--- src/mvpi_ram.sv ---
// Generic single-port-write, single-port-read synchronous RAM.
// Read data is registered. No dependencies.
`default_nettype none

module mvpi_ram #(
    parameter int ADDR_W = 6,
    parameter int WIDTH  = 32
) (
    input  wire logic              i_clk,
    input  wire logic              i_we,
    input  wire logic [ADDR_W-1:0] i_waddr,
    input  wire logic [WIDTH-1:0]  i_wdata,
    input  wire logic [ADDR_W-1:0] i_raddr,
    output logic      [WIDTH-1:0]  o_rdata
);

    logic [WIDTH-1:0] mem [0:(1 << ADDR_W)-1];
    logic [WIDTH-1:0] r_rdata;

    always_ff @(posedge i_clk) begin
        if (i_we) begin
            mem[i_waddr] <= i_wdata;
        end
        r_rdata <= mem[i_raddr];
    end

    assign o_rdata = r_rdata;

endmodule

`default_nettype wire

--- config.mk ---
export PLATFORM = sky130hd
export DESIGN_NAME = mvpi_ram
export DESIGN_NICKNAME = d
export VERILOG_FILES = /design/src/mvpi_ram.sv
export SDC_FILE = /design/constraint.sdc
export NUM_CORES = 2
export LEC_CHECK = 0
export BUFFER_PORTS_ARGS = -buffer_cell sky130_fd_sc_hd__buf_2
export CAP_MARGIN = 20
export CORE_UTILIZATION = 45
export DETAILED_ROUTE_END_ITERATION = 7
export GPL_ROUTABILITY_DRIVEN = 0
export HOLD_SLACK_MARGIN = 0.15
export SYNTH_ARGS = -nofsm -noshare
export SYNTH_HDL_FRONTEND = slang
export SYNTH_SLANG_ARGS = --single-unit
export TNS_END_PERCENT = 20
--- constraint.sdc ---
create_clock -name i_clk -period 4.7 [get_ports i_clk]
set_clock_uncertainty 0.15 [all_clocks]
set_input_delay 0.47 -clock i_clk [delete_from_list [all_inputs] [get_ports i_clk]]
set_output_delay 0.47 -clock i_clk [all_outputs]
set_load 0.005 [all_outputs]
# Yosys cells after proc, flatten, opt, wreduce, memory -nomap -nowiden
# Memories as Yosys holds them, arrays and structs flattened. A register that Yosys moved wholly into a read port is not among the register bits.
# Index checks and enable logic that the tools add are counted.
# totals
out_inout_bits	32
word_cells	3
input_bits	46
regBits	0
ram_bits	2048
mem_count	1
# memory_table
memory	words	width	rd	rd_ports_with_merged_regs	write_ports	line	text
mem	64	32	1	1	1	17	logic [WIDTH-1:0] mem [0:(1 << ADDR_W)-1];
# classes
mux	2
# ops
operator	count
2-to-1 mux 1 bit	2

# Depth between registers and ports, before layout
# logic_depth
word_depth	2
depth_mapped	10
ltp_nobuf	5

# Worst setup path after synthesis
# Ideal clock, no wire load.
# synth_path
path_kind	input -> register
from	input port i_waddr[3]
to	memory mem[48][0] (enable)
path_buffers	1
cell_stages	4
required_ps	4089
slack_ps	920
arrival_time_ps	3169
cell_sequence	clkbuf_1 nor2b_1 nand4b_1 nor3_1
# synth_rtl
item	line	text
start: declaration	11	input wire logic [ADDR_W-1:0] i_waddr,
end: declaration	17	
# Straight into the memory's write port.

==> impl_metrics.tcl <==
set metrics [dict create \
    multi_input_area_um2 15970 \
    syn_inst 3324 \
    r2r_setup_slack_ns 2.03 \
    p_leak_nw 28.11 \
    via_per_inst 6.039 \
    met3_usage_pct 3.655 \
    drc 0 \
    hold_viol_final 0 \
    drive_above_1_share_pct 30.70 \
    critPathLaunchType "primary input" \
    setup_viol 0 \
    grt_pass1_wl_um 286300 \
    endpoint "o_rdata[19]" \
    syn_area_um2 78520 \
    row_count 152 \
    cts_max_path_buffers 3 \
    cts_setup_buffers 0 \
    synth_ff_type "edfxtp_1" \
    grt_busiest_layer "met2" \
    fin_cells 6130 \
    min_period_ns 3.156 \
    antenna_found_initial 14 \
    cts_tree "done" \
    synth_nets 3370 \
    grt_usage_pct 23.48 \
    io_pins 78 \
    synth_edf_count 2048 \
    postLayoutCellArea_um2 90070 \
    postLayoutCoreUtil_pct 52.22 \
    die_y_um 419.7 \
    status "complete, no violations" \
    gr-total-overflow 0 \
    core_area_um2 172500 \
    cts_hold_buf 18 \
    ys_ff_latch 2080 \
    startpoint "i_raddr[3]" \
    portBuffers 77 \
    worstMarginPinSlew_ns 1.166 \
    ys_warn_count 0 \
    dp.cells 5726 \
    clk_latency_ns 0.85 \
    final_common_cell "edfxtp_1" \
    synthArstFlopShare_pct 0 \
    critical_path.max_fanout 41 \
    final_cell_mix "2048 x edfxtp_1, 544 x mux4_2, 207 x clkbuf_16" \
    route.vias.total 37020 \
    postPlaceCellArea_um2 83250 \
    drt_iter0_drc 4756 \
    path_clk_slew_ns 0.06 \
    place_ws_ns 0.6984 \
    drtPass1Iterations 5 \
    wl_per_cell_um 33.27 \
    cts_resized 0 \
    slew_violations 0 \
    grt_max_degree 73 \
    hold-worst-slack_ns 0.1585 \
    synth.avg_cell_area_um2 23.62 \
    r2r_start "mem[19][24]" \
    rr_endpoint "o_rdata[24]" \
    critPathRequiredTime_ns 5.31 \
    hold_class "in -> reg" \
    syn2layout_area_growth_pct 14.72 \
    nets 3685 \
    n_fill_cell 13150 \
    cts.sinks 2080 \
    setup_tns_ns 0 \
    use_met2_pct 37.35 \
    clock.fmax_mhz 316.9 \
    first_global_vias 36940 \
    yosys.cell_types.count 34 \
    fin_ws_ns 1.544 \
    fin_crit_sh_pct 67.15 \
    root_buffer "clkbuf_16" \
    cp.arrival_ns 3.76 \
    hpwl_um 118400 \
    fp.dieArea_um2 176200 \
    max-vdd-ir-drop_mv 0.4008 \
    finalPower_mw 38.85 \
    start_util_pct 45.52 \
    regArea_um2 62140 \
    p_per_area_nw_per_um2 431.4 \
    cap_violations 0 \
    ys_seq_area_share_pct 79.14 \
    critical_path_class "in -> reg" \
    met1_usage_pct 34.64 \
    numCtsBuffers 203 \
    antenna_left 0 \
    rsz0062_at_grt "false" \
    cts_max_level 4 \
    die_w_um 419.7 \
    r2r_cells 4 \
    drt_wl_total_um 203900 \
    worstSetupEndpointType "register" \
    max-slew-margin-rel_pct 22.25 \
]
[power breakdown]
group | leakage (nW) | internal [mW] | switching (mW)
Combinational | 6.16 | 0.728 | 1.26
Clock | 3.25 | 9.28 | 6.95
Sequential | 18.7 | 20.5 | 0.0979
[worst max-delay path: stages]
cell,delay [ns]
dlygate4sd3_1,0.55
buf_6,0.45
or2_1,0.86
buf_4,0.28
o22ai_1,0.09
nor2_1,0.58
a21oi_1,0.26
nor2_1,0.13
[area by class of cell]
class / count / area share, %
flip-flops and latches: 2080 / 68.99
multi-input cells: 1062 / 17.73
clock buffers: 254 / 6.069
well taps: 2310 / 3.209
repair buffers: 292 / 2.699
clock inverters: 126 / 1.288
diodes: 6 / 0.01667
[registers in the layout, indices dropped and copies added (netlist names)]
register,flops
o_rdata,32
mem,2048
[cell families (layout without fill, tap and decap cells)]
kind of cell           Yosys count  after routing  synth area share (%)
and+or+nand+nor                223            223                 1.265
buffers and inverters          182            672                 1.128
DFF                           2080           2080                 79.14
AOI/OAI and AO/OA              202            202                 1.673
muxes                          637            637                 16.79
other                            0              6                     0
[layer usage]
| layer | part of all wire, % | vias to the layer above |
|---|---|---|
| met1 | 43 | 20420 |
| met5 | 0.013 | - |
| met2 | 48 | 1433 |
| met3 | 7.3 | 227 |
| met4 | 1.7 | 4 |
| li1 | - | 14930 |
[synthesized netlist by cell type, types with 5 or more instances]
cell type,n,area share [%]
a21oi_1,62,0.40
a22oi_1,12,0.11
a311oi_1,8,0.089
buf_1,21,0.10
buf_2,57,0.36
buf_4,25,0.24
buf_6,5,0.072
clkbuf_1,74,0.35
dfxtp_1,32,0.82
edfxtp_1,2048,78
mux2i_1,93,1.2
mux4_2,544,16
nand2_1,26,0.12
nand2b_1,8,0.064
nand3_1,5,0.032
nand3b_1,5,0.048
nor2_1,137,0.65
nor2b_1,15,0.12
nor3_1,7,0.045
o221ai_1,27,0.30
o22ai_1,84,0.67
[worst min path at each step]
stage                start     endpoint  slack (ns)  cells past startpoint
2_1_floorplan   i_wdata[0]    mem[0][0]        0.42                      0
3_3_place_gp    mem[12][8]   o_rdata[8]        0.57                      4
3_5_place_dp    mem[13][8]   o_rdata[8]        0.59                      4
4_1_cts        i_wdata[26]   mem[8][26]        0.15                      1
5_1_grt        i_wdata[28]  mem[26][28]        0.17                      2
6_report       i_wdata[28]  mem[26][28]        0.16                      2
Power figures use the tool's default switching activity.
