## src/mvpi_pkg.sv

```systemverilog
// Shared types and constants for the matrix-vector block.
// No dependencies; imported by every module of the block except the RAM.
`default_nettype none

package mvpi_pkg;

    localparam int MAX_DIM = 64;
    // Dimensions actually addressable through the 6-bit index fields
    localparam int LIM     = (MAX_DIM < 64) ? MAX_DIM : 64;
    localparam int IDX_W   = (LIM > 1) ? $clog2(LIM) : 1;
    localparam int MAT_AW  = 2 * IDX_W;

    localparam int DATA_W  = 32;
    localparam int FRAC_W  = 16;
    localparam int PROD_W  = 2 * DATA_W;
    // 64 products of up to 2^62 plus the added element, with sign
    localparam int ACC_W   = 72;
    localparam int SIZE_W  = 7;
    localparam int FIELD_W = 6;

    typedef enum logic [1:0] {
        CMD_LOAD_MAT = 2'd0,
        CMD_LOAD_VEC = 2'd1,
        CMD_START    = 2'd2
    } t_cmd;

    // One beat of work issued to the multiply-accumulate unit
    typedef struct packed {
        logic             vld;
        logic             init;
        logic             last;
        logic             phase;
        logic [IDX_W-1:0] row;
    } t_tok;

    // Finished row result handed back for write-back
    typedef struct packed {
        logic              vld;
        logic              phase;
        logic [IDX_W-1:0]  row;
        logic [DATA_W-1:0] data;
    } t_wb;

endpackage

`default_nettype wire

```

## src/mvpi_mac.sv

```systemverilog
// Multiply-accumulate datapath: product stage, accumulator, Q16.16 saturation.
// Depends on mvpi_pkg for the token and write-back types.
`default_nettype none

module mvpi_mac import mvpi_pkg::*; (
    input  wire logic              i_clk,
    input  wire logic              i_rst_n,
    input  wire t_tok              i_tok,
    input  wire logic [DATA_W-1:0] i_mat,
    input  wire logic [DATA_W-1:0] i_vec,
    input  wire logic [DATA_W-1:0] i_mid,
    output t_wb                    o_wb
);

    localparam int HI_LSB = DATA_W + FRAC_W - 1;

    t_tok                    r_tok1;
    t_tok                    r_tok2;
    logic signed [PROD_W-1:0] r_prod;
    logic signed [PROD_W-1:0] n_prod;
    logic signed [ACC_W-1:0]  r_acc;
    logic signed [ACC_W-1:0]  prod_ext;
    logic        [DATA_W-1:0] src;
    logic        [ACC_W-1:HI_LSB] acc_hi;
    logic        [DATA_W-1:0] sat;

    // Source vector is v in the first pass and y in the second
    assign src = i_tok.phase ? i_mid : i_vec;

    always_comb begin
        if (i_tok.init) begin
            // Added element moved to Q32.32
            n_prod = {{(PROD_W-DATA_W-FRAC_W){src[DATA_W-1]}}, src, {FRAC_W{1'b0}}};
        end else begin
            n_prod = $signed(i_mat) * $signed(src);
        end
    end

    assign prod_ext = {{(ACC_W-PROD_W){r_prod[PROD_W-1]}}, r_prod};

    always_ff @(posedge i_clk) begin
        if (!i_rst_n) begin
            r_tok1 <= '0;
            r_tok2 <= '0;
        end else begin
            r_tok1 <= i_tok;
            r_tok2 <= r_tok1;
        end
        if (i_tok.vld) begin
            r_prod <= n_prod;
        end
        if (r_tok1.vld) begin
            r_acc <= r_tok1.init ? prod_ext : r_acc + prod_ext;
        end
    end

    // Floor to Q16.16, clamp when the upper bits are not all sign
    assign acc_hi = r_acc[ACC_W-1:HI_LSB];

    always_comb begin
        if ((&acc_hi) || !(|acc_hi)) begin
            sat = r_acc[HI_LSB:FRAC_W];
        end else if (r_acc[ACC_W-1]) begin
            sat = {1'b1, {(DATA_W-1){1'b0}}};
        end else begin
            sat = {1'b0, {(DATA_W-1){1'b1}}};
        end
    end

    always_comb begin
        o_wb.vld   = r_tok2.vld && r_tok2.last;
        o_wb.phase = r_tok2.phase;
        o_wb.row   = r_tok2.row;
        o_wb.data  = sat;
    end

endmodule

`default_nettype wire

```

## config.mk

```make
export PLATFORM = sky130hd
export DESIGN_NAME = mvpi_mac
export DESIGN_NICKNAME = d
export VERILOG_FILES = /design/src/mvpi_pkg.sv /design/src/mvpi_mac.sv
export SDC_FILE = /design/constraint.sdc
export NUM_CORES = 2
export LEC_CHECK = 0
export BUFFER_PORTS_ARGS = -buffer_cell sky130_fd_sc_hd__buf_2
export CORE_ASPECT_RATIO = 2
export CORE_MARGIN = 2
export CORE_UTILIZATION = 60
export CTS_CLUSTER_DIAMETER = 150
export CTS_CLUSTER_SIZE = 30
export DETAILED_ROUTE_END_ITERATION = 16
export GPL_TIMING_DRIVEN = 1
export PLACE_DENSITY = 0.89
export SKIP_CTS_REPAIR_TIMING = 1
export SYNTH_ARGS = -nofsm -noshare
export SYNTH_HDL_FRONTEND = slang
export SYNTH_SLANG_ARGS = --single-unit
```

## constraint.sdc

```tcl
create_clock -name i_clk -period 15 [get_ports i_clk]
set_input_delay 1.5 -clock i_clk [delete_from_list [all_inputs] [get_ports i_clk]]
set_output_delay 1.5 -clock i_clk [all_outputs]
set_load 0.03 [all_outputs]
```

Word level (Yosys, flattened, before mapping)

Cells that the tools add are included.

Input port bits: 108
Output and inout bits: 40
Flip-flop bits (word level): 155

Reduce and logical (&&, ||, !) cells: 5
Add/subtract/negate cells: 1
Multipliers: 1
Muxes and demuxes: 5

Operator list:

| cell              | count |
|---|---|
| $mux 32           | 3 |
| $add 72x64->72    | 1 |
| $mux 72           | 1 |
| $mul 32x32->64    | 1 |
| $mux 64           | 1 |
| $reduce_and 25->1 | 1 |
| $reduce_or 25->1  | 1 |
| $logic_and 1x1->1 | 1 |
| $logic_not 1->1   | 1 |
| $logic_or 1x1->1  | 1 |

Depth between registers and ports, before layout

Depth in word-level cells: 4
Gate-level depth with buffers: 32
Gate-level depth less buffers: 28

Worst setup path before layout

No wires, ideal clock.

Kind: input to register
Start point: input i_tok[6] (netlist name)
End point: register r_prod[59] (data pin)
Path buffers: 4
Data arrival time: 10126 ps
Cell stages on the path: 29
Setup slack: 4604 ps
Data required time: 14730 ps
Library setup time: 270 ps
Path through: clkbuf_1 > clkbuf_1 > mux2_2 > clkbuf_1 > nand2_1 > inv_1 > fa_1 > fa_1 > fa_1 > fa_1 > inv_1 > fa_1 > inv_1 > fa_1 > inv_1 > fa_1 > inv_1 > fa_1 > ha_1 > buf_2 > a21o_1 > or3_1 > o31ai_1 > o21ai_0 > a2111oi_0 > a211oi_1 > nor3_1 > xor2_1 > o21ai_0

Longest elaborated chain between the ends: 3

RTL lines:

| element              | line           | source |
|---|---|---|
| start, declared      | mvpi_mac.sv:8  | `input wire t_tok i_tok,` |
| $mux 32 *            | mvpi_mac.sv:28 | `assign src = i_tok.phase ? i_mid : i_vec;` |
| $mul 32x32->64       | mvpi_mac.sv:35 | `n_prod = $signed(i_mat) * $signed(src);` |
| $mux 64 *            | mvpi_mac.sv:31 | `if (i_tok.init) begin` |
| net n_prod[59]       | mvpi_mac.sv:20 | `logic signed [PROD_W-1:0] n_prod;` |
| end signal, assigned | mvpi_mac.sv:50 | `r_prod <= n_prod;` |
| end, declared        | mvpi_mac.sv:19 | `logic signed [PROD_W-1:0] r_prod;` |

Mark *: on every way through the listed nets, which the timed path passes. The rest lies on a longest branch.
A chain may end at the register's enable or synchronous reset.

Worst setup path after layout

Ends and elaborated chain as after synthesis.

==> results.tsv <==
stage	metric	value	unit
status	outcome	completed	
worst_hold_path	hold path depth	1	
placement	input/output buffers	147	
sta	Tightest Pin Transition	1176	ps
sta	Max Slew Vio Count	0	
sta	final setup TNS	0	ps
detailed_routing	Via density	6.195	
worst_setup_path	Critical Path RT	15170	ps
layout	Post-Layout Cell Count	6034	
global_route	vias in the first global route	42413	
detailed_routing	DRT Pass-1 Iters	6	
worst_setup_path	Critical Path End Type	flip-flop	
sta	Final WS setup	3425	ps
worst_hold_path	HP Start	r_tok1[5]$_SDFF_PN0_	
global_route	Overall Global Routing Usage	0.3896	
logic_synthesis	Synth top area share	0.4585	
worst_setup_path	reg2reg setup slack	10850	ps
clocking	Clock Root Buffer	clkbuf_16	
worst_setup_path	Crit Path Max Fanout	33	
sta	RSZ-0062 raised after global routing	false	
sta	worst rel slew slack	0.2158	
sta	Tcrit/Tclk final	0.7716	
worst_setup_path	reg2reg path depth	11	
clocking	TritonCTS buffer count	17	
clocking	worst skew pair latency	450	ps
sta	crit path time final	11570	ps
worst_setup_path	data arrival time of the worst path	11740	ps
clocking	CTS tree	built	
placement	hpwl dp	112200	um
worst_setup_path	critical path's slowest cell	fa_1	
worst_setup_path	delay-heaviest family, CP	adder cells	
placement	final RePlAce weighted congestion	0.9572	
sta	# setup viols final	0	
placement	placed cells	5999	
logic_synthesis	syn_nets	6537	
worst_setup_path	stages on the worst setup path	26	
floorplanning	initial core utilization	0.6061	
floorplanning	io pins	148	
worst_setup_path	Worst R2R Start	r_prod[1]$_SDFFCE_PP0P_	
sta	Final Skew	12.74	ps
global_route	largest net degree at the start of global routing	94	
detailed_routing	DR WL/cell	25.27	um
floorplanning	Row Count	145	
global_route	grt met1 use	0.3743	
detailed_routing	DR iter-0 viols	2918	
logic_synthesis	Syn Area/Cell	9.288	sq um
job	maxcap violations	0	
logic_synthesis	dominant cells by area after synthesis	fa_1 46%, edfxtp_1 8.6%, inv_1 7.9%, ha_1 6.7%, nand2_1 5.0%	
clocking	Max Root-Sink Buffers	2	
detailed_routing	Residual DRC	0	
global_route	met3 layer usage reported by global route	0.1121	
layout	Layout Utilization	0.6295	
sta	FMAX	0.08640	GHz
layout	nets	6435	
logic_synthesis	Post-synth EDFFs	136	
global_route	GR peak layer	met2	
detailed_routing	post-route ant nets	0	
logic_synthesis	Yosys reg bits	155	
global_route	GRT Residual Overflow	0	
worst_setup_path	Crit Path Category	in -> reg	
worst_setup_path	CP Launch Type	input pin	
worst_hold_path	Hold Path End	o_wb[37]$_SDFF_PN0_	
floorplanning	Die X	202.5	um
logic_synthesis	Synth area leader	fa_1	
logic_synthesis	distinct cell type count after synthesis	81	
global_route	met2 global-route usage	0.6658	
logic_synthesis	synth warn	0	
worst_hold_path	Worst Hold Class	reg -> reg	
clocking	H-Tree Depth	4	
layout	Fillers	6187	
clocking	clock sink count	155	
layout	layout cells sized above 1	0.05578	
logic_synthesis	Post-Syn Area	47280	sq um
placement	pre-CTS setup slack	3082	ps
worst_setup_path	most used cell, CP	fa_1	
detailed_routing	WL final	152500	um
floorplanning	Die Ht	401.0	um
detailed_routing	routed vias	37380	
sta	Fin. Hold Viols	0	
logic_synthesis	Synth async-reset ratio	0	
worst_setup_path	max incr delay on CP	1010	ps
layout	Area Overhead vs Synth	3.853	%
global_route	initial antenna violation count	10	
logic_synthesis	post-synthesis cell count	5091	
clocking	Reg clk slew, reported paths	60	ps
logic_synthesis	ys flop type	edfxtp_1	
worst_setup_path	Reg2Reg Capture Point	r_acc[61]$_DFFE_PP_	
worst_setup_path	CP bufs+invs	6	
logic_synthesis	register area share after synthesis	0.09441	
global_route	first-pass GRT wire length	234400	um
floorplanning	core area	78010	sq um
floorplanning	Die ar.	81200	sq um
synth_stat cells, types with 17 or more instances:
| cell type | count |
|---|---|
| nor2_1 | 120 |
| and3_1 | 17 |
| nand3_1 | 30 |
| nor2b_1 | 230 |
| o21a_1 | 25 |
| nand2_1 | 625 |
| a21oi_1 | 158 |
| xor2_1 | 51 |
| nand2b_1 | 30 |
| a21o_1 | 67 |
| a31oi_1 | 23 |
| ha_1 | 255 |
| and2_1 | 342 |
| edfxtp_1 | 136 |
| fa_1 | 1083 |
| mux2_2 | 29 |
| dfxtp_1 | 19 |
| xnor2_1 | 79 |
| inv_1 | 1001 |
| o21ai_0 | 194 |
| nor3_1 | 30 |
| nand4_1 | 46 |
| o21bai_1 | 23 |
| clkbuf_1 | 274 |
layout make-up:
class / count / area (sq um) / area share
flip-flops and latches: 155 / 4472 / 0.09106
well taps: 1029 / 1287 / 0.02622
multi-input cells: 3640 / 38020 / 0.7742
repair buffers: 174 / 938.4 / 0.01911
clock inverters: 13 / 192.7 / 0.003924
diodes: 3 / 7.507 / 0.0001529
clock buffers: 19 / 432.9 / 0.008816
inverters: 1001 / 3757 / 0.07652
cells by family after synthesis:
| logic type | synth area share |
|---|---|
| compound gates | 0.07893 |
| fa+ha+maj | 0.5260 |
| simple gates | 0.1634 |
| xor+xnor | 0.02408 |
| flops | 0.09441 |
| buf+inv | 0.1038 |
| mux | 0.009447 |
metrics by stage:
stage	cell area [sq um]	hold WS (ps)
after floorplan	47280	411.8
after global placement	48470	414.4
after detailed placement	48470	426.3
after CTS	49100	441.1
after global routing	49100	457.2
final	49110	439.9
worst reg2reg max path, stage by stage (launching register included):
cell and delay (ps):
edfxtp_1 420, ha_1 350, a211oi_1 420, o211ai_1 200, a21boi_0 540, a211oi_1 270, o31ai_1 490, a21oi_1 200
o21ai_1 500, nand2_1 220, xnor2_1 190, o21ai_0 90
metal layers:
metal	up-vias	wire length, um
met1	18555	43200
met2	2430	75800
li1	15265	-
met4	12	17620
met3	1118	15780
met5	-	80
how the worst max path moves through the flow:
stage | startpoint | end | slack (ps)
2_1_floorplan | i_tok[6] | r_prod[59]$_DFFE_PP_ | 4600
3_3_place_gp | i_tok[6] | r_prod[59]$_DFFE_PP_ | 3090
3_5_place_dp | i_tok[6] | r_prod[59]$_DFFE_PP_ | 3080
4_1_cts | i_tok[6] | r_prod[59]$_DFFE_PP_ | 3550
5_1_grt | i_tok[6] | r_prod[59]$_DFFE_PP_ | 2850
6_report | i_tok[6] | r_prod[59]$_DFFE_PP_ | 3430
cells in the final DEF, fill, tap and decap left out, types with 9 or more instances in the layout:
cell type	count
fa_1	1083
inv_1	1001
nand2_1	625
and2_1	342
ha_1	255
nor2b_1	230
o21ai_0	194
a21oi_1	157
buf_2	147
edfxtp_1	136
nor2_1	120
xnor2_1	79
a21o_1	67
xor2_1	51
nand4_1	46
nand3_1	30
nand2b_1	30
nor3_1	30
mux2_2	29
buf_4	27
o21a_1	25
o21bai_1	23
a31oi_1	23
and3_1	17
clkbuf_16	17
dfxtp_1	17
o211ai_1	13
a211oi_1	13
o31ai_1	11
and4_1	11
or2_2	11
or3_1	11
nor4_1	9
sequential cells by signal, indices dropped and copies added (netlist names):
register and cells:
r_tok1 10, r_prod 64, r_tok2 2, r_acc 72
o_wb 7
Power is left out: the tool's default activity adds up to more than one toggle a clock period on the data nets, which glitch-free logic cannot reach.
