$ cat config.mk
export PLATFORM = sky130hd
export DESIGN_NAME = mvpi_seq
export DESIGN_NICKNAME = d
export VERILOG_FILES = /design/src/mvpi_pkg.sv /design/src/mvpi_seq.sv
export SDC_FILE = /design/constraint.sdc
export NUM_CORES = 1
export LEC_CHECK = 0
export CORE_MARGIN = 2
export CORE_UTILIZATION = 49
export CTS_CLUSTER_DIAMETER = 80
export CTS_CLUSTER_SIZE = 40
export DETAILED_ROUTE_END_ITERATION = 6
export DONT_BUFFER_PORTS = 1
export SETUP_SLACK_MARGIN = 0.05
export SKIP_CTS_REPAIR_TIMING = 1
export SLEW_MARGIN = 20
export SYNTH_ARGS = -nofsm -noshare
export SYNTH_HDL_FRONTEND = slang
export SYNTH_SLANG_ARGS = --single-unit
$ cat constraint.sdc
create_clock -name i_clk -period 2 [get_ports i_clk]
set_clock_uncertainty 0.05 [all_clocks]
set_input_delay 0.2 -clock i_clk [delete_from_list [all_inputs] [get_ports i_clk]]
set_output_delay 0.2 -clock i_clk [all_outputs]
set_load 0.02 [all_outputs]
$ cat src/mvpi_pkg.sv
// Shared types and constants for the matrix-vector block.
// No dependencies; imported by every module of the block except the RAM.
`default_nettype none

package mvpi_pkg;

    localparam int MAX_DIM = 64;
    // Dimensions actually addressable through the 6-bit index fields
    localparam int LIM     = (MAX_DIM < 64) ? MAX_DIM : 64;
    localparam int IDX_W   = (LIM > 1) ? $clog2(LIM) : 1;
    localparam int MAT_AW  = 2 * IDX_W;

    localparam int DATA_W  = 32;
    localparam int FRAC_W  = 16;
    localparam int PROD_W  = 2 * DATA_W;
    // 64 products of up to 2^62 plus the added element, with sign
    localparam int ACC_W   = 72;
    localparam int SIZE_W  = 7;
    localparam int FIELD_W = 6;

    typedef enum logic [1:0] {
        CMD_LOAD_MAT = 2'd0,
        CMD_LOAD_VEC = 2'd1,
        CMD_START    = 2'd2
    } t_cmd;

    // One beat of work issued to the multiply-accumulate unit
    typedef struct packed {
        logic             vld;
        logic             init;
        logic             last;
        logic             phase;
        logic [IDX_W-1:0] row;
    } t_tok;

    // Finished row result handed back for write-back
    typedef struct packed {
        logic              vld;
        logic              phase;
        logic [IDX_W-1:0]  row;
        logic [DATA_W-1:0] data;
    } t_wb;

endpackage

`default_nettype wire

$ cat src/mvpi_seq.sv
// Sequencer: load decode, size register, row/column walk over the stores,
// write-back of finished rows and the result output register. Uses mvpi_pkg.
`default_nettype none

module mvpi_seq import mvpi_pkg::*; (
    input  wire logic               i_clk,
    input  wire logic               i_rst_n,
    // input channel
    input  wire logic               i_valid,
    output logic                    o_stall,
    input  wire logic [1:0]         i_command,
    input  wire logic [FIELD_W-1:0] i_row,
    input  wire logic [FIELD_W-1:0] i_col,
    input  wire logic [DATA_W-1:0]  i_value,
    // size register
    input  wire logic               i_cfg_we,
    input  wire logic [SIZE_W-1:0]  i_cfg_wdata,
    // result channel
    output logic                    o_valid,
    input  wire logic               i_stall,
    output logic [FIELD_W-1:0]      o_index,
    output logic [DATA_W-1:0]       o_result,
    output logic                    o_last,
    // store ports
    output logic                    o_mat_we,
    output logic [MAT_AW-1:0]       o_mat_waddr,
    output logic [MAT_AW-1:0]       o_mat_raddr,
    output logic                    o_vec_we,
    output logic [IDX_W-1:0]        o_vec_waddr,
    output logic [DATA_W-1:0]       o_vec_wdata,
    output logic                    o_mid_we,
    output logic [IDX_W-1:0]        o_src_raddr,
    // datapath
    output t_tok                    o_tok,
    input  wire t_wb                i_wb
);

    typedef enum logic {S_IDLE, S_RUN} t_state;

    t_state             r_state, n_state;
    logic               r_phase, n_phase;
    logic [IDX_W-1:0]   r_row, n_row;
    logic [IDX_W-1:0]   r_col, n_col;
    logic               r_in_row, n_in_row;
    logic               r_busy, n_busy;
    logic [IDX_W-1:0]   r_nm1, n_nm1;
    logic [SIZE_W-1:0]  r_size;
    t_tok               r_tok, n_tok;
    logic               r_out_vld, n_out_vld;
    logic [FIELD_W-1:0] r_out_idx;
    logic [DATA_W-1:0]  r_out_res;
    logic               r_out_last;

    logic               accept;
    logic               row_ok;
    logic               col_ok;
    logic [SIZE_W-1:0]  n_clamped;
    logic               out_load;

    assign o_stall = (r_state != S_IDLE) || r_busy;
    assign accept  = i_valid && !o_stall;
    assign row_ok  = {1'b0, i_row} < SIZE_W'(LIM);
    assign col_ok  = {1'b0, i_col} < SIZE_W'(LIM);

    always_comb begin
        if (r_size == '0) begin
            n_clamped = SIZE_W'(1);
        end else if (r_size > SIZE_W'(LIM)) begin
            n_clamped = SIZE_W'(LIM);
        end else begin
            n_clamped = r_size;
        end
    end

    assign out_load = i_wb.vld && i_wb.phase;

    // Store ports
    assign o_mat_waddr = {i_row[IDX_W-1:0], i_col[IDX_W-1:0]};
    assign o_mat_raddr = {r_row, r_col};
    assign o_src_raddr = r_in_row ? r_col : r_row;
    assign o_vec_waddr = i_wb.vld ? i_wb.row : i_row[IDX_W-1:0];
    assign o_vec_wdata = i_wb.vld ? i_wb.data : i_value;
    assign o_mid_we    = i_wb.vld && !i_wb.phase;

    always_comb begin
        o_mat_we = 1'b0;
        o_vec_we = out_load;
        if (accept) begin
            unique case (t_cmd'(i_command))
                CMD_LOAD_MAT: o_mat_we = row_ok && col_ok;
                CMD_LOAD_VEC: o_vec_we = row_ok;
                default: ;
            endcase
        end
    end

    always_comb begin
        n_state   = r_state;
        n_phase   = r_phase;
        n_row     = r_row;
        n_col     = r_col;
        n_in_row  = r_in_row;
        n_busy    = r_busy;
        n_nm1     = r_nm1;
        n_tok     = '0;
        n_out_vld = r_out_vld;

        // Drop the row interlock once its result is written back
        if (i_wb.vld) begin
            n_busy = 1'b0;
        end

        if (out_load) begin
            n_out_vld = 1'b1;
        end else if (r_out_vld && !i_stall) begin
            n_out_vld = 1'b0;
        end

        unique case (r_state)
            S_IDLE: begin
                if (accept && (t_cmd'(i_command) == CMD_START)) begin
                    n_state  = S_RUN;
                    n_phase  = 1'b0;
                    n_row    = '0;
                    n_in_row = 1'b0;
                    n_nm1    = IDX_W'(n_clamped - SIZE_W'(1));
                end
            end
            S_RUN: begin
                if (!r_in_row) begin
                    // Second pass holds each row until the output slot is free
                    if (!r_busy && (!r_phase || !r_out_vld)) begin
                        n_tok.vld   = 1'b1;
                        n_tok.init  = 1'b1;
                        n_tok.phase = r_phase;
                        n_tok.row   = r_row;
                        n_in_row    = 1'b1;
                        n_col       = '0;
                        n_busy      = 1'b1;
                    end
                end else begin
                    n_tok.vld   = 1'b1;
                    n_tok.last  = (r_col == r_nm1);
                    n_tok.phase = r_phase;
                    n_tok.row   = r_row;
                    n_col       = r_col + IDX_W'(1);
                    if (r_col == r_nm1) begin
                        n_in_row = 1'b0;
                        if (r_row == r_nm1) begin
                            n_row = '0;
                            if (!r_phase) begin
                                n_phase = 1'b1;
                            end else begin
                                n_state = S_IDLE;
                            end
                        end else begin
                            n_row = r_row + IDX_W'(1);
                        end
                    end
                end
            end
            default: n_state = S_IDLE;
        endcase
    end

    always_ff @(posedge i_clk) begin
        if (!i_rst_n) begin
            r_state   <= S_IDLE;
            r_phase   <= 1'b0;
            r_row     <= '0;
            r_col     <= '0;
            r_in_row  <= 1'b0;
            r_busy    <= 1'b0;
            r_nm1     <= '0;
            r_size    <= SIZE_W'(64);
            r_tok     <= '0;
            r_out_vld <= 1'b0;
        end else begin
            r_state   <= n_state;
            r_phase   <= n_phase;
            r_row     <= n_row;
            r_col     <= n_col;
            r_in_row  <= n_in_row;
            r_busy    <= n_busy;
            r_nm1     <= n_nm1;
            r_tok     <= n_tok;
            r_out_vld <= n_out_vld;
            if (i_cfg_we) begin
                r_size <= i_cfg_wdata;
            end
        end
        if (out_load) begin
            r_out_idx  <= FIELD_W'(i_wb.row);
            r_out_res  <= i_wb.data;
            r_out_last <= (i_wb.row == r_nm1);
        end
    end

    assign o_tok    = r_tok;
    assign o_valid  = r_out_vld;
    assign o_index  = r_out_idx;
    assign o_result = r_out_res;
    assign o_last   = r_out_last;

endmodule

`default_nettype wire

After elaboration in Yosys (flattened, before gate mapping)
Index checks and enable logic that the tools add are counted.

word-level totals
  bits in registers = 79

operators by class
  add/subtract/negate cells = 3
  order comparisons = 1
  equality and inequality tests = 9
  muxes and demuxes = 41
  bitwise operators = 2
  reduce and logical (&&, ||, !) cells = 25

operator list
  kind                                               number
  two-way mux 6 bit                                  10
  two-way mux 32 bit                                 1
  two-way mux 1 bit                                  23
  == test 6 bit                                      3
  two-way mux 7 bit                                  2
  adder 6 x 1 -> 6 bit (second input constant)       2
  one-hot mux 6 bit (2 select lines)                 1
  > comparator 7 bit (second input constant)         1
  logical NOT 7 bit                                  1
  logical AND 1 bit                                  6
  logical NOT 1 bit                                  6
  != test 2 x 1 -> 1 bit (second input constant)     3
  one-hot mux 1 bit (2 select lines)                 3
  AND reduction 2 bit                                3
  AND reduction 3 bit                                2
  subtractor 6 x 1 -> 6 bit (second input constant)  1
  AND reduction 4 bit                                1
  nonzero test 2 bit                                 2
  OR reduction 3 bit                                 1
  == test 2 x 1 -> 1 bit (second input constant)     1
  == test 2 bit (second input constant)              1
  logical NOT 2 bit                                  1
  logical OR 1 bit                                   2
  two-way mux 2 bit                                  1
  2 further kinds                                    3

Depth between registers and ports, before layout
Gate-level depths: netlist of run 1.

  depth after elaboration = 6
  depth in mapped cells = 8

Worst setup path before layout of run 1
OpenSTA, ideal clock, no wires.

  kind = input -> output
  from = input port i_wb[38] (netlist bit)
  to = output port o_vec_we
  data arrival time = 1.436 ns
  data required time = 1.750 ns
  path slack = 0.314 ns
  cell stages on the path = 2
  path buffers = 0
  cell sequence = and2_1 a21o_1

on the way
  cells in the longest elaborated chain, start to end = 3

RTL lines
  what                 line            text
  from (decl)          mvpi_seq.sv:35  input wire t_wb i_wb
  logical AND 1 bit *  mvpi_seq.sv:75  assign out_load = i_wb.vld && i_wb.phase;
  two-way mux 1 bit    mvpi_seq.sv:89  unique case (t_cmd'(i_command))
  two-way mux 1 bit *  mvpi_seq.sv:88  if (accept) begin
  to (decl)            mvpi_seq.sv:28  output logic o_vec_we,

Mark *: on every way between the ends. The rest lies on a longest branch, timed or not.

Worst setup path after layout of run 1
  from = register r_size[2]
  to = register r_nm1[4]

on the way
  cells in the longest elaborated chain, start to end = 4
  elaborated cells between the ends (all ways) = 5
  classes of those cells = 1 x add/sub; 1 x order compare; 2 x mux; 1 x reduce/logical

RTL lines
  what                         line             text
  from (decl)                  mvpi_seq.sv:47   logic [SIZE_W-1:0] r_size;
  from (signal assigned)       mvpi_seq.sv:189  r_size <= i_cfg_wdata;
  > comparator 7 bit           mvpi_seq.sv:68   end else if (r_size > SIZE_W'(LIM)) begin
  two-way mux 6 bit            mvpi_seq.sv:68
  two-way mux 6 bit *          mvpi_seq.sv:66   if (r_size == '0) begin
  subtractor 6 x 1 -> 6 bit *  mvpi_seq.sv:126  n_nm1 = IDX_W'(n_clamped - SIZE_W'(1));
  to (signal assigned)         mvpi_seq.sv:185  r_nm1 <= n_nm1;
  to (decl)                    mvpi_seq.sv:46   logic [IDX_W-1:0] r_nm1, n_nm1;

Marked as above.
A chain may end at the register's enable or synchronous reset.

==> impl_results.md, run 1 <==
* RSZ-0062 raised after global routing: no
* Worst-path clk slew at 90 ps
* #FFs+latches synth at 79
* Htree depth at 3
* Asr flop ratio synth at 0
* DP Worst Slack at 196.0 ps
* CTS Buffer Depth at 2
* Post-Syn Area at 0.003626 mm2
* RePlAce Congestion at 0.8097
* Leak Pwr at 1.693 nW
* Antenna violations before repair at 0
* Fin cells at 468
* DRT Pass-1 Iters at 4
* Routed WL per cell at 20.38 um
* PwrDens at 796.0 mW/mm2
* Register share of total power at 0.533
* Sum of negative setup slack at 0 ps
* Final Hold Vio Count at 0
* CTS buffer count at 9
* Max_cap viols at 0
* Worst relative slew slack at 0.6561
* Commonest non-fill, non-tap cell in the layout: dlygate4sd3_1
* Die area at 0.008104 mm2
* Total gr overflow at 0
* Post-Route WL at 9.537 mm
* P_int at 0.002618 W
* Port bufs at 0
* Synth-to-Final Area Change at 24.22%
* Number of vias per cell at 5.547
* Number of I/O pins at 220
* Final Cycle Share at 0.8874
* Post-route setup slack at 225.1 ps
* Worst hold path type: in -> reg
* Most used DFF post-synth: dfxtp_1
* Part of the Yosys area used for sequential elements at 0.5438
* Starting density of the core at 0.5026
* CP Class: reg -> reg
* CTS Root Cell: clkbuf_8
* # rows at 31
* Post-Syn Nets at 406
* Fin nets at 465
* Chip height at 90.02 um
* Worst Max-Slew Pin Slew at 502.9 ps
* Net load switching power at 0.0009680 W
* Core area at 0.007214 mm2
* Skew-Pair Late Insertion Delay at 340 ps
* Worst Setup End Kind: flop
* Yosys cell types at 45
* Post-synth EDFFs at 39
* Mapped Avg Cell Area at 11.89 um2
* Synth warn at 0
* DP Area at 0.003754 mm2
* Final Slew Violations at 0
* Vias post-DR at 2596
* First-pass GRT wire length at 13.21 mm
* Comb power frac at 0.129
* Status: complete, no violations
* Placed insts at 398
* CTS tree: yes
* Number of global-route vias before repair at 2206
* First DRT Iteration DRCs at 87
* Worst setup SP type: flop
* Clock network power share at 0.338
* Fraction of power spent switching nets at 0.2700
* CTS Sinks at 79
* Share of cells above drive strength 1 at 0.2358
* Ant diodes at 0
* Hpwl dp at 6.688 mm
* Worst EP arrival at 2000 ps
* Gr usage total at 0.2084
* Fmax at 0.5634 GHz
* Worst Path Max Fanout at 5
* Remaining antenna violation count at 0
* Syn Inst Count at 305
* Worst path required time at 2230 ps
* Final Critical Period at 1775 ps
* Commonest cells after routing, fill and taps aside: dlygate4sd3_1 (54), mux2_2 (44), dfxtp_1 (40)
* Largest net degree at the start of global routing at 42
* # DRC at 0
* Final setup violation count at 0
* Die width at 90.02 um
* Worst vdd ir at 365.9 uV
* Final instance area at 0.004504 mm2
==> cells by family (layout without fill, tap and decap cells) <==
kind of cell    count (synthesis)  count (layout)  share of synthesized area
simple gates                   83              83                     0.1235
compound gates                 36              36                    0.06315
mux                            51              51                     0.1560
buf+inv                        29              93                    0.04520
flops                          79              79                     0.5438
fa+ha+maj                       3               3                    0.01035
xor+xnor                       24              24                    0.05797
==> state kept, by name, indices dropped and copies added, names as in the netlist <==
name,flops
r_busy,1
o_valid,1
o_last,1
o_result,32
r_phase,1
r_state,1
r_size,7
r_in_row,1
r_nm1,6
o_index,6
r_col,6
r_row,6
o_tok,10
==> synth_stat cells (all sizes together), types with 3 or more instances <==
master | n | area (um2)
nand2 | 10 | 37.54
edfxtp | 39 | 1171
xor2 | 9 | 78.83
xnor2 | 15 | 131.4
or3 | 5 | 31.28
mux2 | 44 | 495.5
a211oi | 3 | 22.52
and3 | 11 | 70.07
nor2 | 28 | 120.1
mux2i | 7 | 70.07
nand3 | 6 | 30.03
ha | 3 | 37.54
dfxtp | 40 | 800.8
buf | 21 | 133.9
nand4 | 4 | 25.02
nor3 | 6 | 30.03
o21ai | 10 | 50.05
a21oi | 14 | 70.07
inv | 5 | 18.76
clkbuf | 3 | 11.26
==> layer usage <==
| metal | share of wire | track usage | vias to the layer above |
|---|---|---|---|
| met4 | 0.014 | 0.05000 | 0 |
| met2 | 0.49 | 0.3383 | 129 |
| met3 | 0.073 | 0.06454 | 17 |
| met1 | 0.43 | 0.2739 | 1233 |
| met5 | 0 | 0 | - |
| li1 | - | - | 1217 |
==> power by group through the flow <==
stage / Sequential [W] / Clock [W] / Combinational [W]
global route: 0.00192 / 0.00131 / 0.000494
finish: 0.00191 / 0.00121 / 0.000461
detailed placement: 0.00195 / 0 / 0.000366
CTS: 0.00191 / 0.00124 / 0.000367
global placement: 0.00195 / 0 / 0.000363
floorplan: 0.00193 / 0 / 0.000359
==> metrics by stage <==
stage	hold WS (ps)	util	power, W
after CTS	-119.5	0.5487	0.003515
after global routing	4.172	0.6244	0.003720
final	7.835	0.6244	0.003586
after detailed placement	248.9	0.5203	0.002315
after global placement	248.9	0.5203	0.002311
after floorplan	248.9	-	0.002287
==> critical path: stages (launching register included) <==
cell and delay, ps:
dfxtp_1 350, nor3_2 190, and3b_1 170, o21ai_0 110, ha_1 260, nand3_1 80, o21ai_0 70, a211o_1 290
a21oi_1 130
==> worst paths after layout <==
check	startpoint	endpoint	slack (ps)	depth (start not counted)
worst max-delay path	r_size[2]$_SDFFE_PN0P_	r_nm1[4]$_SDFFE_PN0P_	230	8
worst min-delay path	i_rst_n	r_col[4]$_SDFFE_PN0P_	8	2
worst max register to register	r_size[2]$_SDFFE_PN0P_	r_nm1[4]$_SDFFE_PN0P_	230	8
worst min register to register	r_phase$_SDFFE_PN0P_	r_state$_SDFF_PN0_	460	1
==> cell type report <==
type                    count  area [um2]
repair buffers             72       688.2
well taps                  99       123.9
clock buffers              10       137.6
flip-flops and latches     79        1972
fillers                   608        2710
multi-input cells         197        1496
inverters                   5       18.77
clock inverters             6       67.56
Note: power is estimated with default switching activity, not from simulation.
==> inputs of run 2 (changes only) <==
PLACE_DENSITY = 0.66   (was unset)
RECOVER_POWER = 100   (was unset)
clock period = 1.5 ns   (was 2 ns; I/O delays follow)
==> run 2 against run 1 <==
  * Largest power group unchanged
  * Total power up 35%
  * Count of clock-buffer cells in the layout up 1
  * Global-route usage up 1.7 points
  * Hold slack worse by 130 ps
  * Utilization up 6.2 points
  * First-iteration DRC count up 56%
  * Die area unchanged
  * Combinational power up 59%
  * Sequential cell count unchanged
  * The flow now finishes with violations (negative hold slack, negative setup slack)
==> impl_results.md, run 2 (synthesized netlist as in run 1, its figures left out) <==
* Met3 Track Usage GR at 0.08047 (+0.01593)
* Routing usage on met1 at 0.2828 (+0.008849)
* Post-Route WL at 10.77 mm (+13%)
* Remaining antenna violation count at 0 (unchanged)
* Die area at 0.008104 mm2 (unchanged)
* Hpwl dp at 7.183 mm (+7.4%)
* CP Class: reg -> reg
* Worst path required time at 1680 ps (-550 ps)
* PwrDens at 977.5 mW/mm2 (+23%)
* Final Slew Violations at 0 (unchanged)
* Routed WL per cell at 21.66 um (+6.3%)
* Worst Max-Slew Pin Slew at 409.3 ps (-93.58 ps)
* Number of global-route vias before repair at 2447 (+11%)
* CTS Sinks at 79 (unchanged)
* Most Used Layer, Global Route: met2
* Starting density of the core at 0.5026 (unchanged)
* DP Area at 0.003950 mm2 (+5.2%)
* First DRT Iteration DRCs at 136 (+56%)
* DRT Pass-1 Iters at 6 (+2)
* Post-route setup slack at -97.41 ps (-322.5 ps)
* Vias post-DR at 2761 (+6.4%)
* Worst setup SP type: flop
* Gr usage total at 0.2254 (+0.01693)
* RSZ-0062 raised after global routing: yes
* CTS tree: yes
* Final setup violation count at 15 (+15)
* CTS Buffer Depth at 2 (unchanged)
* Htree depth at 3 (unchanged)
* Worst relative slew slack at 0.7201 (+0.06400)
* Final Critical Period at 1597 ps (-177.5 ps)
* Violated checks: negative hold slack, negative setup slack
* Max_cap viols at 0 (unchanged)
* Comb power frac at 0.151 (+0.022)
* # DRC at 0 (unchanged)
* CTS buffer count at 9 (unchanged)
* CP max-delay cell: dfxtp_2
* Commonest cells after routing, fill and taps aside: dlygate4sd3_1 (53), buf_4 (41), edfxtp_1 (39)
* Worst vdd ir at 672.6 uV (+84%)
* Worst-path clk slew at 80 ps (about the same)
* Share of cells above drive strength 1 at 0.2839 (+0.04815)
* Port bufs at 0 (unchanged)
* RePlAce Congestion at 0.8369 (+3.4%)
* Met2 Use GR at 0.3678 (+0.02945)
* Ant diodes at 0 (unchanged)
* Fmax at 0.6260 GHz (+11%)
* Post-layout util at 0.6859 (+0.06157)
* Largest net degree at the start of global routing at 42 (unchanged)
* P_int at 0.003523 W (+35%)
* Number of I/O pins at 220 (unchanged)
* Storage cell area at 0.002021 mm2 (+2.5%)
* Worst Path Max Fanout at 6 (+1)
* CP peak stage delay at 400 ps (+50 ps)
* Status: finished, violations left
* Max reg flops at 32 (unchanged)
* Skew-Pair Late Insertion Delay at 340 ps (about the same)
* Total gr overflow at 0 (unchanged)
* Critical path cell sequence: xnor2_1, nand4_1, nor3_2, o32a_1, nor2_1
* Multi-input gate area at 0.001680 mm2 (+12%)
* Antenna violations before repair at 0 (unchanged)
* Register share of total power at 0.523 (-0.010)
* Worst EP arrival at 1780 ps (-220 ps)
* # rows at 31 (unchanged)
* Net load switching power at 0.001314 W (+36%)
* Fraction of power spent switching nets at 0.2716 (+0.001666)
* First-pass GRT wire length at 14.15 mm (+7.2%)
* Final instance area at 0.004949 mm2 (+9.9%)
* Final Hold Vio Count at 17 (+17)
* Number of vias per cell at 5.555 (+0.15%)
* Leak Pwr at 1.863 nW (+10%)
* Fin nets at 494 (+6.2%)
* Filler cells at 549 (-9.7%)
* Clock network power share at 0.326 (-0.012)
* Worst Setup End Kind: flop
* CTS Root Cell: clkbuf_8
* Worst hold path type: in -> reg
* Final Cycle Share at 1.065 (+0.1775)
* Core area at 0.007214 mm2 (unchanged)
* Die width at 90.02 um (unchanged)
* Chip height at 90.02 um (unchanged)
* WHS at -123.2 ps (-131.1 ps)
* Synth-to-Final Area Change at 36.47%
* Commonest non-fill, non-tap cell in the layout: dlygate4sd3_1
## run 2: cell count changes in the layout (fill, tap and decap cells not counted), moves of 3 or more
cell     before  now
buf_4        17   41
buf_6         0    4
dfxtp_1      40   21
dfxtp_2       0    9
dfxtp_4       0   10
mux2_1        0   38
mux2_2       44    5
xnor2_1      15   11
xnor2_2       0    3
## run 2: worst paths after layout
| path | startpoint | to | slack (ps) | depth (start not counted) |
|---|---|---|---|---|
| worst max-delay path | r_nm1[3]$_SDFFE_PN0P_ | r_row[1]$_SDFFE_PN0P_ | -100 | 5 |
| worst min-delay path | i_rst_n | o_tok[9]$_SDFF_PN0_ | -120 | 1 |
| worst max register to register | r_nm1[3]$_SDFFE_PN0P_ | r_row[1]$_SDFFE_PN0P_ | -100 | 5 |
| worst min register to register | r_busy$_SDFF_PN0_ | r_busy$_SDFF_PN0_ | 470 | 2 |
## run 2: layer usage
layer,up-vias,wire length (um)
met3,20,783
met2,144,5516
li1,1271,-
met4,0,158
met5,-,0
met1,1326,4306
## run 2: worst max-delay path: cells and delay by family, from the launching register on
kind	cells	cell delay, ps
flip-flops	1	400
AO/OA/AOI/OAI	1	360
AND/OR/NAND/NOR	3	540
XOR/XNOR	1	140
## run 2: through the flow
| step | TNS (ps) | power [W] | setup WS (ps) | std cells |
|---|---|---|---|---|
| after floorplan | -74.29 | 0.003045 | -74.29 | 305 |
| after global placement | -151.2 | 0.003120 | -79.42 | 420 |
| after detailed placement | -540.1 | 0.003127 | -135.3 | 420 |
| after CTS | -1224 | 0.004690 | -170.3 | 436 |
| after global routing | -1904 | 0.005030 | -186.8 | 497 |
| final | -865.5 | 0.004837 | -97.41 | 497 |
## run 2: power groups by stage
stage          Combinational [W]  Clock, W  Sequential [W]
3_3_place_gp            0.000549         0         0.00257
2_1_floorplan           0.000482         0         0.00256
4_1_cts                 0.000558   0.00161         0.00252
3_5_place_dp            0.000555         0         0.00257
6_report                0.000733   0.00158         0.00253
5_1_grt                 0.000776   0.00172         0.00254
## run 2: cell type report
type | count | area share
Clock inverter | 5 | 0.01138
Tap cell | 99 | 0.02503
Multi-Input combinational cell | 198 | 0.3396
Timing Repair Buffer | 100 | 0.1833
Clock buffer | 11 | 0.02857
Sequential cell | 79 | 0.4083
Inverter | 5 | 0.003793
